File: config.mk
export PLATFORM = sky130hd
export DESIGN_NAME = ffba_ctrl
export DESIGN_NICKNAME = d
export VERILOG_FILES = /design/src/hdl/ffba_pkg.sv /design/src/hdl/ffba_ctrl.sv
export SDC_FILE = /design/constraint.sdc
export NUM_CORES = 1
export LEC_CHECK = 0
export ABC_AREA = 0
export BUFFER_PORTS_ARGS = -buffer_cell sky130_fd_sc_hd__buf_2
export CAP_MARGIN = 20
export CORE_MARGIN = 4
export CORE_UTILIZATION = 44
export CTS_CLUSTER_DIAMETER = 80
export DETAILED_ROUTE_END_ITERATION = 10
export PLACE_DENSITY = 0.78
export SETUP_SLACK_MARGIN = 0.02
export SLEW_MARGIN = 20
export SYNTH_ARGS = -nofsm -noshare
export SYNTH_HDL_FRONTEND = slang
export SYNTH_SLANG_ARGS = --single-unit
export TNS_END_PERCENT = 10
File: constraint.sdc
create_clock -name clk -period 1.64 [get_ports clk]
set_input_delay 0.164 -clock clk [delete_from_list [all_inputs] [get_ports clk]]
set_output_delay 0.164 -clock clk [all_outputs]
set_load 0.05 [all_outputs]
File: src/hdl/ffba_pkg.sv
`timescale 1ns / 1ps
`default_nettype none
// ----------------------------------------------------------------------------
// ffba_pkg
// Types and codes shared by the first-fit block allocator modules.
// ----------------------------------------------------------------------------
package ffba_pkg;

    localparam int ACTION_W = 2;
    localparam int FIELD_W  = 9;
    localparam int STATUS_W = 2;
    localparam int ADDR_W   = 10;
    localparam int SIZE_W   = 15;
    localparam int HDR_BYTES = 2;

    localparam logic [ACTION_W-1:0] ACT_ALLOC  = 2'd0;
    localparam logic [ACTION_W-1:0] ACT_FREE   = 2'd1;
    localparam logic [ACTION_W-1:0] ACT_ACCESS = 2'd2;

    localparam logic [STATUS_W-1:0] ST_OK      = 2'd0;
    localparam logic [STATUS_W-1:0] ST_NOMEM   = 2'd1;
    localparam logic [STATUS_W-1:0] ST_INVALID = 2'd2;

    localparam logic [1:0] RD_NONE = 2'd0;
    localparam logic [1:0] RD_POS  = 2'd1;
    localparam logic [1:0] RD_NXT  = 2'd2;
    localparam logic [1:0] RD_HND  = 2'd3;

    localparam logic [2:0] WR_NONE  = 3'd0;
    localparam logic [2:0] WR_MERGE = 3'd1;
    localparam logic [2:0] WR_SPLIT = 3'd2;
    localparam logic [2:0] WR_BUSY  = 3'd3;
    localparam logic [2:0] WR_CLEAR = 3'd4;

    localparam logic [1:0] ADDR_ZERO = 2'd0;
    localparam logic [1:0] ADDR_POS  = 2'd1;
    localparam logic [1:0] ADDR_ACC  = 2'd2;

    typedef struct packed {
        logic [ACTION_W-1:0] action;
        logic [FIELD_W-1:0]  request_size;
        logic [FIELD_W-1:0]  handle;
        logic [FIELD_W-1:0]  access_offset;
    } ffba_req_t;

    typedef struct packed {
        logic [STATUS_W-1:0] status;
        logic [ADDR_W-1:0]   address;
    } ffba_rsp_t;

    typedef struct packed {
        logic                load;
        logic                init_step;
        logic [1:0]          rd_sel;
        logic                eval_hdr;
        logic                pos_adv;
        logic [2:0]          wr_sel;
        logic                wr_hi;
        logic                finish;
        logic [STATUS_W-1:0] fin_status;
        logic [1:0]          fin_addr;
    } ffba_cmd_t;

    typedef struct packed {
        logic                init_last;
        logic [ACTION_W-1:0] action;
        logic                too_big;
        logic                handle_low;
        logic                step_over;
        logic                hdr_busy;
        logic                hdr_small;
        logic                nxt_out;
        logic                can_split;
        logic                merge_ok;
        logic                hbyte_busy;
    } ffba_sts_t;

endpackage
`default_nettype wire

File: src/hdl/ffba_ctrl.sv
`timescale 1ns / 1ps
`default_nettype none
// ----------------------------------------------------------------------------
// ffba_ctrl
// Sequencer: store init sweep, request decode, first-fit walk, header writes.
// ----------------------------------------------------------------------------
module ffba_ctrl (
    input  wire logic                 clk,
    input  wire logic                 rst_n,
    input  wire logic                 start,
    input  wire ffba_pkg::ffba_sts_t  sts,
    output ffba_pkg::ffba_cmd_t       cmd,
    output logic                      busy,
    output logic                      done
);
    import ffba_pkg::*;

    localparam logic [3:0] S_INIT   = 4'd0;
    localparam logic [3:0] S_IDLE   = 4'd1;
    localparam logic [3:0] S_DECODE = 4'd2;
    localparam logic [3:0] S_HRD    = 4'd3;
    localparam logic [3:0] S_HEVAL  = 4'd4;
    localparam logic [3:0] S_NRD    = 4'd5;
    localparam logic [3:0] S_NEVAL  = 4'd6;
    localparam logic [3:0] S_WMLO   = 4'd7;
    localparam logic [3:0] S_WMHI   = 4'd8;
    localparam logic [3:0] S_WSLO   = 4'd9;
    localparam logic [3:0] S_WSHI   = 4'd10;
    localparam logic [3:0] S_WBLO   = 4'd11;
    localparam logic [3:0] S_WBHI   = 4'd12;
    localparam logic [3:0] S_BRD    = 4'd13;
    localparam logic [3:0] S_BEVAL  = 4'd14;
    localparam logic [3:0] S_WCLR   = 4'd15;

    logic [3:0] state_reg, state_next;
    logic       done_reg, done_next;

    always_comb
    begin
        cmd        = '0;
        state_next = state_reg;
        case (state_reg)
            S_INIT:
            begin
                cmd.init_step = 1'b1;
                if (sts.init_last)
                    state_next = S_IDLE;
            end
            S_IDLE:
            begin
                if (start)
                begin
                    cmd.load   = 1'b1;
                    state_next = S_DECODE;
                end
            end
            S_DECODE:
            begin
                if (sts.action == ACT_ALLOC)
                begin
                    if (sts.too_big)
                    begin
                        cmd.finish     = 1'b1;
                        cmd.fin_status = ST_NOMEM;
                        state_next     = S_IDLE;
                    end
                    else
                        state_next = S_HRD;
                end
                else if ((sts.action inside {ACT_FREE, ACT_ACCESS}) && !sts.handle_low)
                    state_next = S_BRD;
                else
                begin
                    cmd.finish     = 1'b1;
                    cmd.fin_status = ST_INVALID;
                    state_next     = S_IDLE;
                end
            end
            S_HRD:
            begin
                cmd.rd_sel = RD_POS;
                state_next = S_HEVAL;
            end
            S_HEVAL:
            begin
                cmd.eval_hdr = 1'b1;
                if (sts.step_over
                    || ((sts.hdr_busy || sts.hdr_small) && sts.nxt_out))
                begin
                    cmd.finish     = 1'b1;
                    cmd.fin_status = ST_NOMEM;
                    state_next     = S_IDLE;
                end
                else if (sts.hdr_busy || sts.hdr_small)
                    state_next = S_NRD;
                else if (sts.can_split)
                    state_next = S_WSLO;
                else
                    state_next = S_WBLO;
            end
            S_NRD:
            begin
                cmd.rd_sel = RD_NXT;
                state_next = S_NEVAL;
            end
            S_NEVAL:
            begin
                if (sts.merge_ok)
                    state_next = S_WMLO;
                else
                begin
                    cmd.pos_adv = 1'b1;
                    state_next  = S_HRD;
                end
            end
            S_WMLO:
            begin
                cmd.wr_sel = WR_MERGE;
                state_next = S_WMHI;
            end
            S_WMHI:
            begin
                cmd.wr_sel = WR_MERGE;
                cmd.wr_hi  = 1'b1;
                state_next = S_HRD;
            end
            S_WSLO:
            begin
                cmd.wr_sel = WR_SPLIT;
                state_next = S_WSHI;
            end
            S_WSHI:
            begin
                cmd.wr_sel = WR_SPLIT;
                cmd.wr_hi  = 1'b1;
                state_next = S_WBLO;
            end
            S_WBLO:
            begin
                cmd.wr_sel = WR_BUSY;
                state_next = S_WBHI;
            end
            S_WBHI:
            begin
                cmd.wr_sel     = WR_BUSY;
                cmd.wr_hi      = 1'b1;
                cmd.finish     = 1'b1;
                cmd.fin_status = ST_OK;
                cmd.fin_addr   = ADDR_POS;
                state_next     = S_IDLE;
            end
            S_BRD:
            begin
                cmd.rd_sel = RD_HND;
                state_next = S_BEVAL;
            end
            S_BEVAL:
            begin
                if (!sts.hbyte_busy)
                begin
                    cmd.finish     = 1'b1;
                    cmd.fin_status = ST_INVALID;
                    state_next     = S_IDLE;
                end
                else if (sts.action == ACT_FREE)
                    state_next = S_WCLR;
                else
                begin
                    cmd.finish     = 1'b1;
                    cmd.fin_status = ST_OK;
                    cmd.fin_addr   = ADDR_ACC;
                    state_next     = S_IDLE;
                end
            end
            S_WCLR:
            begin
                cmd.wr_sel     = WR_CLEAR;
                cmd.finish     = 1'b1;
                cmd.fin_status = ST_OK;
                state_next     = S_IDLE;
            end
            default:
            begin
                state_next = S_IDLE;
            end
        endcase
        done_next = cmd.finish;
    end

    always_ff @(posedge clk or negedge rst_n)
    begin
        if (!rst_n)
        begin
            state_reg <= S_INIT;
            done_reg  <= 1'b0;
        end
        else
        begin
            state_reg <= state_next;
            done_reg  <= done_next;
        end
    end

    assign busy = (state_reg != S_IDLE);
    assign done = done_reg;

endmodule
`default_nettype wire

### Word level (Yosys, flattened, before mapping)

Index checks and enable logic that the tools add are counted.

| cells by class | value |
|---|---|
| equality and inequality tests | 20 |
| mux-type cells | 30 |
| reduce and logical (&&, ||, !) cells | 14 |

Operators by type and width:

| kind | count |
|---|---|
| $pmux 4 s15 | 1 |
| $eq 4x4->1 const B | 8 |
| $mux 4 | 8 |
| $pmux 3 s4 | 2 |
| $mux 3 | 6 |
| $eq 4x3->1 const B | 4 |
| $eq 4x2->1 const B | 2 |
| $reduce_or 2->1 | 4 |
| $mux 1 | 7 |
| $mux 2 | 3 |
| $pmux 2 s3 | 1 |
| $mux 5 | 1 |
| $eq 4x1->1 const B | 1 |
| $logic_not 4->1 | 1 |
| $ne 2x2->1 const B | 2 |
| $ne 4x1->1 const B | 1 |
| $pmux 2 s2 | 1 |
| $reduce_or 3->1 | 1 |
| $eq 2x1->1 const B | 1 |
| $eq 2x2->1 const B | 1 |
| $logic_and 1x1->1 | 2 |
| $logic_not 2->1 | 1 |
| $logic_or 1x1->1 | 2 |
| $reduce_and 2->1 | 1 |
| other kinds (2) | 2 |

| storage, ports and cells | value |
|---|---|
| register bits after elaboration | 5 |
| input port bits | 15 |
| output and inout bits | 17 |
| logic and storage cells | 66 |

### Logic depth before layout (Yosys ltp)

Gate-level depths: netlist (run 1).

| logic depth | value |
|---|---|
| word-level depth | 6 |
| gate-level depth with buffers | 6 |
| depth with buffers taken out | 6 |

### Least setup slack after synthesis (run 1)

Ideal clock, no wire load.

| path | value |
|---|---|
| path kind | reg-to-output |
| start | register state_reg[0] |
| end | output port cmd[6] in the netlist's numbering |
| data arrival time | 1.850 ns |
| data required time | 1.476 ns |
| setup slack | -0.374 ns |
| cell stages (with the launch flop) | 4 |
| buffers on the path | 1 |
| path through | dfrtp_1 > buf_2 > nand2_1 > o21ai_0 |

RTL lines:

| element | line | source |
|---|---|---|
| start: declaration | ffba_ctrl.sv:35 | `logic [3:0] state_reg, state_next;` |
| start signal: assignment | ffba_ctrl.sv:199 | `state_reg <= state_next;` |
| end: declaration | ffba_ctrl.sv:12 | `output ffba_pkg::ffba_cmd_t cmd,` |

==> reports/qor.yml, run 1 <==
status:
  status: "finished, violations left"
  violations: "negative setup slack"
worst_setup_path:
  worstSetupEndpointType: "primary output"
  reg2reg_depth: 6
  crit_required_ns: 1.48
  critPathMaxFanout: 10
  r2r_start: "state_reg[2]"
  criticalPathCategory: "reg2out"
  critPathArrivalTime_ns: 1.54
  reg2reg_to: "state_reg[3]"
  reg2reg_slack_ns: 0.14
  worstSetupStartpointType: "flop"
timing:
  hold_viol_final: 0
  worst_slew_pin_slew_ns: 0.337
  min_period_ns: 1.70
  finalMaxSlewViolations: 0
  max_freq_mhz: 587
  finalSetupTns_ns: -0.106
  setup_violations: 3
  worst_slack_ns: -0.0637
  fin_skew_ns: 0.00691
  hold_ws_ns: 0.237
  fin_crit_sh_pct: 104
  relSlewSlack_pct: 77.2
  rsz0062_at_grt: "yes"
yosys:
  async_flop_share_pct: 100
  syn-instance-count: 89
  synth.area.top_cells: "dfrtp_1 (20%), nand2_1 (6.0%), nor2_1 (5.4%), nor3_1 (4.8%), ha_1 (4.0%)"
  ys_seq_area_share_pct: 20.0
  ys_top_cells_by_count: "nand2_1 (10), nor2_1 (9), inv_1 (6), nor3_1 (6)"
  synth_enable_flop_cells: 0
  synth_nets: 106
  synth-main-ff-cell: "dfrtp_1"
  synth_top_area_share_pct: 20.0
  ys_ff_latch: 5
  syn_area_um2: 626
  yosysTopAreaCell: "dfrtp_1"
  ys_types: 36
  syn-mean-instance-area_um2: 7.03
  synth_warnings: 0
  synth.most_common_cell: "nand2_1"
global_routing:
  overflow: 0
  grt.met1_usage_pct: 23.3
  grt_antenna_before_repair: 0
  grt_pass1_wl_mm: 3.39
  gr-usage-met3_pct: 4.35
  grt_pass1_vias: 843
  grtUsageMet2_pct: 38.4
  grt_max_degree: 11
  grt_use_total_pct: 21.9
  busiest_layer: "met2"
cells_and_area:
  nNetsFinal: 154
  largest_reg_flops: 4
  num_antenna_cells: 0
  area_growth_pct: 67.8
  drive_gt1_share_pct: 48.5
  fin_cells: 151
die:
  die_y_um: 45.7
  die_area_um2: 2090
  die_x_um: 45.7
  io_pins: 32
  core_um2: 1320
  initial_core_util_pct: 47.5
  core.rowCount: 13
pwr:
  p_switching_w: 0.00129
  swShare_pct: 55.7
  clockPowerShare_pct: 6.2
  p_int_w: 0.00103
  p_comb_share_pct: 81.8
  pwr-share-seq_pct: 12.0
  p_leak_nw: 0.507
  powerDensity_nw_per_um2: 2210
  ir_drop_mv: 1.04
placed_design:
  pre_cts_ws_ns: 0.0461
  portBuffers: 31
  dp.cells: 140
  gp_congestion: 0.898
  dp_hpwl_mm: 1.46
hold_path:
  min_path_cells: 3
  worstHoldPathType: "in2reg"
  holdPathEnd: "state_reg[0]"
  hold_start: "sts[11]"
detailed_routing:
  routed_wire_length_per_instance_um: 14.8
  via_count: 892
  via_per_inst: 5.91
  firstDrtPassIters: 4
  wl_mm: 2.23
  drc: 0
  drtIter0Drc: 36
  ant_nets: 0
cts:
  clockBufferDepth: 2
  cts_sinks: 5
  cts-htree-levels: 1
  cts.clk_slew.worst_paths_ns: 0.05
  clkLatencyLatePin_ns: 0.24
  numCtsBuffers: 3
  cts_tree: "yes"
  root_buffer: "clkbuf_4"
flow_run:
  max_cap_violations: 0
## worst max-delay path, stage by stage (launching register included)
cell	delay, ns
dfrtp_1	0.40
buf_12	0.15
inv_1	0.05
or3_1	0.35
a21oi_1	0.14
buf_4	0.21
## repair_timing
action                                  in CTS  in global routing
setup buffers                                5                  1
hold buffers                                 1                  0
endpoints found under the setup margin      10                 13
gates resized for setup                     17                 19
hold endpoints to repair                     5                  0
pin swaps                                    6                  2
## through the flow
step / cell area, um^2 / total power [W] / util, %
2_1_floorplan: 631 / 0.00142 / -
3_3_place_gp: 861 / 0.00181 / 65.3
3_5_place_dp: 861 / 0.00183 / 65.3
4_1_cts: 995 / 0.00218 / 75.5
5_1_grt: 1050 / 0.00245 / 79.7
6_report: 1050 / 0.00232 / 79.7
## cell families (layout without fill, tap and decap cells)
logic type	Yosys count	after routing	share of synthesized area [%]
xor gates and xnor gates	3	3	4.20
adders and majority gates	2	2	4.00
AOI/OAI and AO/OA	20	20	23.8
buffers and inverters	14	61	11.0
and+or+nand+nor	45	45	37.0
DFF	5	5	20.0
## layout make-up
class | instances | area [um^2]
multi-input combinational | 70 | 478
timing repair buffer | 49 | 367
fill | 91 | 268
sequential | 5 | 128
inverter | 8 | 32.5
clock buffer | 4 | 26.3
tap | 15 | 18.8
## routing by layer
| layer | vias up | share of wire [%] |
|---|---|---|
| li1 | 414 | - |
| met1 | 405 | 37 |
| met2 | 63 | 50 |
| met3 | 10 | 9.9 |
| met4 | 0 | 3.5 |
| met5 | - | 0 |
## cell usage in the layout, fill, tap and decap left out, types with 2 or more instances in the layout
cell type / count
nand2b_1: 3
buf_4: 20
nand2_1: 10
buf_12: 2
nor2_1: 7
buf_2: 19
nor2b_1: 2
nor3_1: 4
clkbuf_4: 5
o211ai_1: 2
buf_6: 5
nor2_2: 2
dfrtp_1: 3
and3_1: 2
nor3_2: 2
o32a_1: 2
or3_1: 2
a21oi_1: 2
ha_1: 2
a32oi_1: 2
inv_1: 6
nand3_1: 4
dfrtp_2: 2
o21ai_1: 2
## worst max-delay path by stage
| stage | from | to | slack [ns] | cells past startpoint |
|---|---|---|---|---|
| after floorplan | state_reg[1] | cmd[5] | -0.34 | 3 |
| after global placement | state_reg[1] | cmd[4] | 0.10 | 5 |
| after detailed placement | state_reg[1] | cmd[4] | 0.05 | 5 |
| after CTS | state_reg[3] | cmd[3] | -0.05 | 4 |
| after global routing | state_reg[2] | cmd[11] | -0.13 | 5 |
| final | state_reg[2] | cmd[11] | -0.06 | 5 |
## power groups by stage
stage	logic [W]	registers, W	clock network (W)
floorplan	0.00114	0.000276	0
global placement	0.00154	0.000273	0
detailed placement	0.00155	0.000278	0
CTS	0.00176	0.000283	0.000142
global route	0.00201	0.000286	0.000152
finish	0.00189	0.000277	0.000144
Power figures use the tool's default switching activity.
==> run 2: changes to the inputs <==
Settings changed: PLACE_DENSITY 0.78 to unset, PLACE_DENSITY_LB_ADDON set to 0.05.
==> run 2 against run 1 <==
  * Register-to-register slack worse by 0.11 ns
  * Core utilization up 3.6 points
  * Worst setup slack better by 0.034 ns
  * Clock power up 7%
  * Final cell count up 1.3%
  * Die area unchanged
  * Power up 4.7%
  * Maximum frequency up 2.0%
  * Hold slack worse by 0.025 ns
  * The flow still finishes with violations (negative setup slack)
  * Largest power group unchanged
==> reports/qor.yml, run 2 (synthesis gave the netlist of run 1 again) <==
worst_setup_path:
  critPathMaxFanout: 3  # -7
  worstSetupEndpointType: "primary output"
  reg2reg_slack_ns: 0.03  # -0.11 ns
  r2r_start: "state_reg[1]"
  crit_chain: "or2_4, o32a_1, nor2_1, buf_6"
  max_stage_delay_ns: 0.39  # about the same
  reg2reg_depth: 6  # unchanged
  cp_slowest_cell: "dfrtp_1"
  critPathArrivalTime_ns: 1.51  # -0.03 ns
  criticalPathCategory: "reg2out"
  critPathCapture: "cmd[3]"
  crit_required_ns: 1.48  # about the same
  crit_start: "state_reg[3]"
  reg2reg_to: "state_reg[3]"
  worstSetupStartpointType: "flop"
global_routing:
  grt_max_degree: 9  # -2
  grt_antenna_before_repair: 0  # unchanged
  grt_pass1_vias: 809  # -4.0%
  grt_use_total_pct: 22.2  # +0.29 points
  grt_pass1_wl_mm: 3.34  # -1.4%
  overflow: 0  # unchanged
placed_design:
  dp.cells: 142  # +1.4%
  dp_hpwl_mm: 1.52  # +4.4%
  gp_congestion: 0.904  # +0.69%
  portBuffers: 31  # unchanged
  place_area_um2: 863  # +0.29%
status:
  status: "finished, violations left"
  violations: "negative setup slack"
detailed_routing:
  via_per_inst: 5.67  # -4.0%
  wl_mm: 2.18  # -2.5%
  routed_wire_length_per_instance_um: 14.2  # -3.8%
  firstDrtPassIters: 6  # +2
  drtIter0Drc: 19  # -47%
  drc: 0  # unchanged
  ant_nets: 0  # unchanged
  via_count: 868  # -2.7%
cts:
  cts_sinks: 5  # unchanged
  cts_tree: "yes"
  clockBufferDepth: 2  # unchanged
  clkLatencyLatePin_ns: 0.26  # +0.02 ns
  cts.clk_slew.worst_paths_ns: 0.05  # about the same
  cts-htree-levels: 1  # unchanged
  numCtsBuffers: 3  # unchanged
  root_buffer: "clkbuf_4"
timing:
  relSlewSlack_pct: 80.0  # +2.7 points
  setup_violations: 1  # -2
  hold_viol_final: 0  # unchanged
  worst_slack_ns: -0.0297  # +0.0339 ns
  worst_slew_pin_slew_ns: 0.297  # -0.0406 ns
  max_freq_mhz: 599  # +2.0%
  rsz0062_at_grt: "yes"
  finalMaxSlewViolations: 0  # unchanged
  fin_skew_ns: 0.00488  # -0.00203 ns
  fin_crit_sh_pct: 102  # -2.1 points
  hold_ws_ns: 0.211  # -0.0254 ns
  min_period_ns: 1.67  # -0.0339 ns
pwr:
  fin_total_pwr_w: 0.00242  # +4.7%
  p_leak_nw: 0.524  # +3.2%
  ir_drop_mv: 1.26  # +21%
  powerDensity_nw_per_um2: 2210  # +0.12%
cells_and_area:
  num_antenna_cells: 0  # unchanged
  layout_commonest_cell: "buf_4"
  nNetsFinal: 156  # +1.3%
  drive_gt1_share_pct: 55.1  # +6.5 points
  largest_reg_flops: 4  # unchanged
  mostFrequentLayoutCells: "buf_4 (21), buf_2 (19), nand2_1 (10)"
  fin_cells: 153  # +1.3%
  fill_cells: 88  # -3.3%
  area_growth_pct: 75.4
  final_area_um2: 1100  # +4.5%
die:
  die_y_um: 45.7  # unchanged
  initial_core_util_pct: 47.5  # unchanged
  core.rowCount: 13  # unchanged
  die_area_um2: 2090  # unchanged
  io_pins: 32  # unchanged
  core_um2: 1320  # unchanged
  die_x_um: 45.7  # unchanged
hold_path:
  worstHoldPathType: "in2reg"
  hold_start: "sts[3]"
flow_run:
  max_cap_violations: 0  # unchanged
## run 2: what timing repair did
action,in CTS,in global routing
hold buffers,1,0
hold endpoints to repair,5,0
setup buffers,4,2
endpoints found under the setup margin,11,10
pin swaps,5,8
gates resized for setup,24,22
## run 2: cell type report
cell class / count / area [um^2] / share of cell area, %
clock buffers: 4 / 26.3 / 2.39
inverters: 8 / 32.5 / 2.96
multi-input cells: 70 / 513 / 46.8
flip-flops and latches: 5 / 128 / 11.6
well taps: 15 / 18.8 / 1.71
repair buffers: 51 / 379 / 34.5
## run 2: worst min path at each step
stage / cells past startpoint / slack, ns / end
6_report: 3 / 0.21 / state_reg[2]
5_1_grt: 3 / 0.22 / state_reg[2]
4_1_cts: 3 / 0.21 / state_reg[2]
3_5_place_dp: 1 / -0.02 / state_reg[0]
3_3_place_gp: 1 / -0.02 / state_reg[1]
2_1_floorplan: 0 / -0.13 / done
## run 2: worst max-delay path, delay by kind of cell (launching register included)
| kind | cells | cell delay [ns] |
|---|---|---|
| buffers and inverters | 1 | 0.17 |
| AO/OA/AOI/OAI | 1 | 0.29 |
| flip-flops | 1 | 0.39 |
| AND/OR/NAND/NOR | 2 | 0.40 |
## run 2: layer usage
layer	vias up	wire length, um	share of wire [%]	GRT usage [%]
li1	416	-	-	-
met5	-	0	0	0
met2	34	1140	52	37.6
met1	414	872	40	25.1
met4	0	25	1.1	9.09
met3	4	138	6.3	7.91
## run 2: per-stage QoR
step	TNS, ns	util, %	setup WS [ns]
global placement	0	65.5	0.0327
global route	-0.303	83.3	-0.0709
finish	-0.0297	83.3	-0.0297
CTS	-0.0549	75.3	-0.0352
floorplan	-2.39	-	-0.340
detailed placement	0	65.5	0.0218
## run 2: report_power, final
group	switching (W)	total (W)	leakage, nW	internal (W)
clock network	0.0000611	0.000154	0.0150	0.0000927
registers	0.0000874	0.000276	0.0619	0.000189
logic	0.00118	0.00199	0.447	0.000818
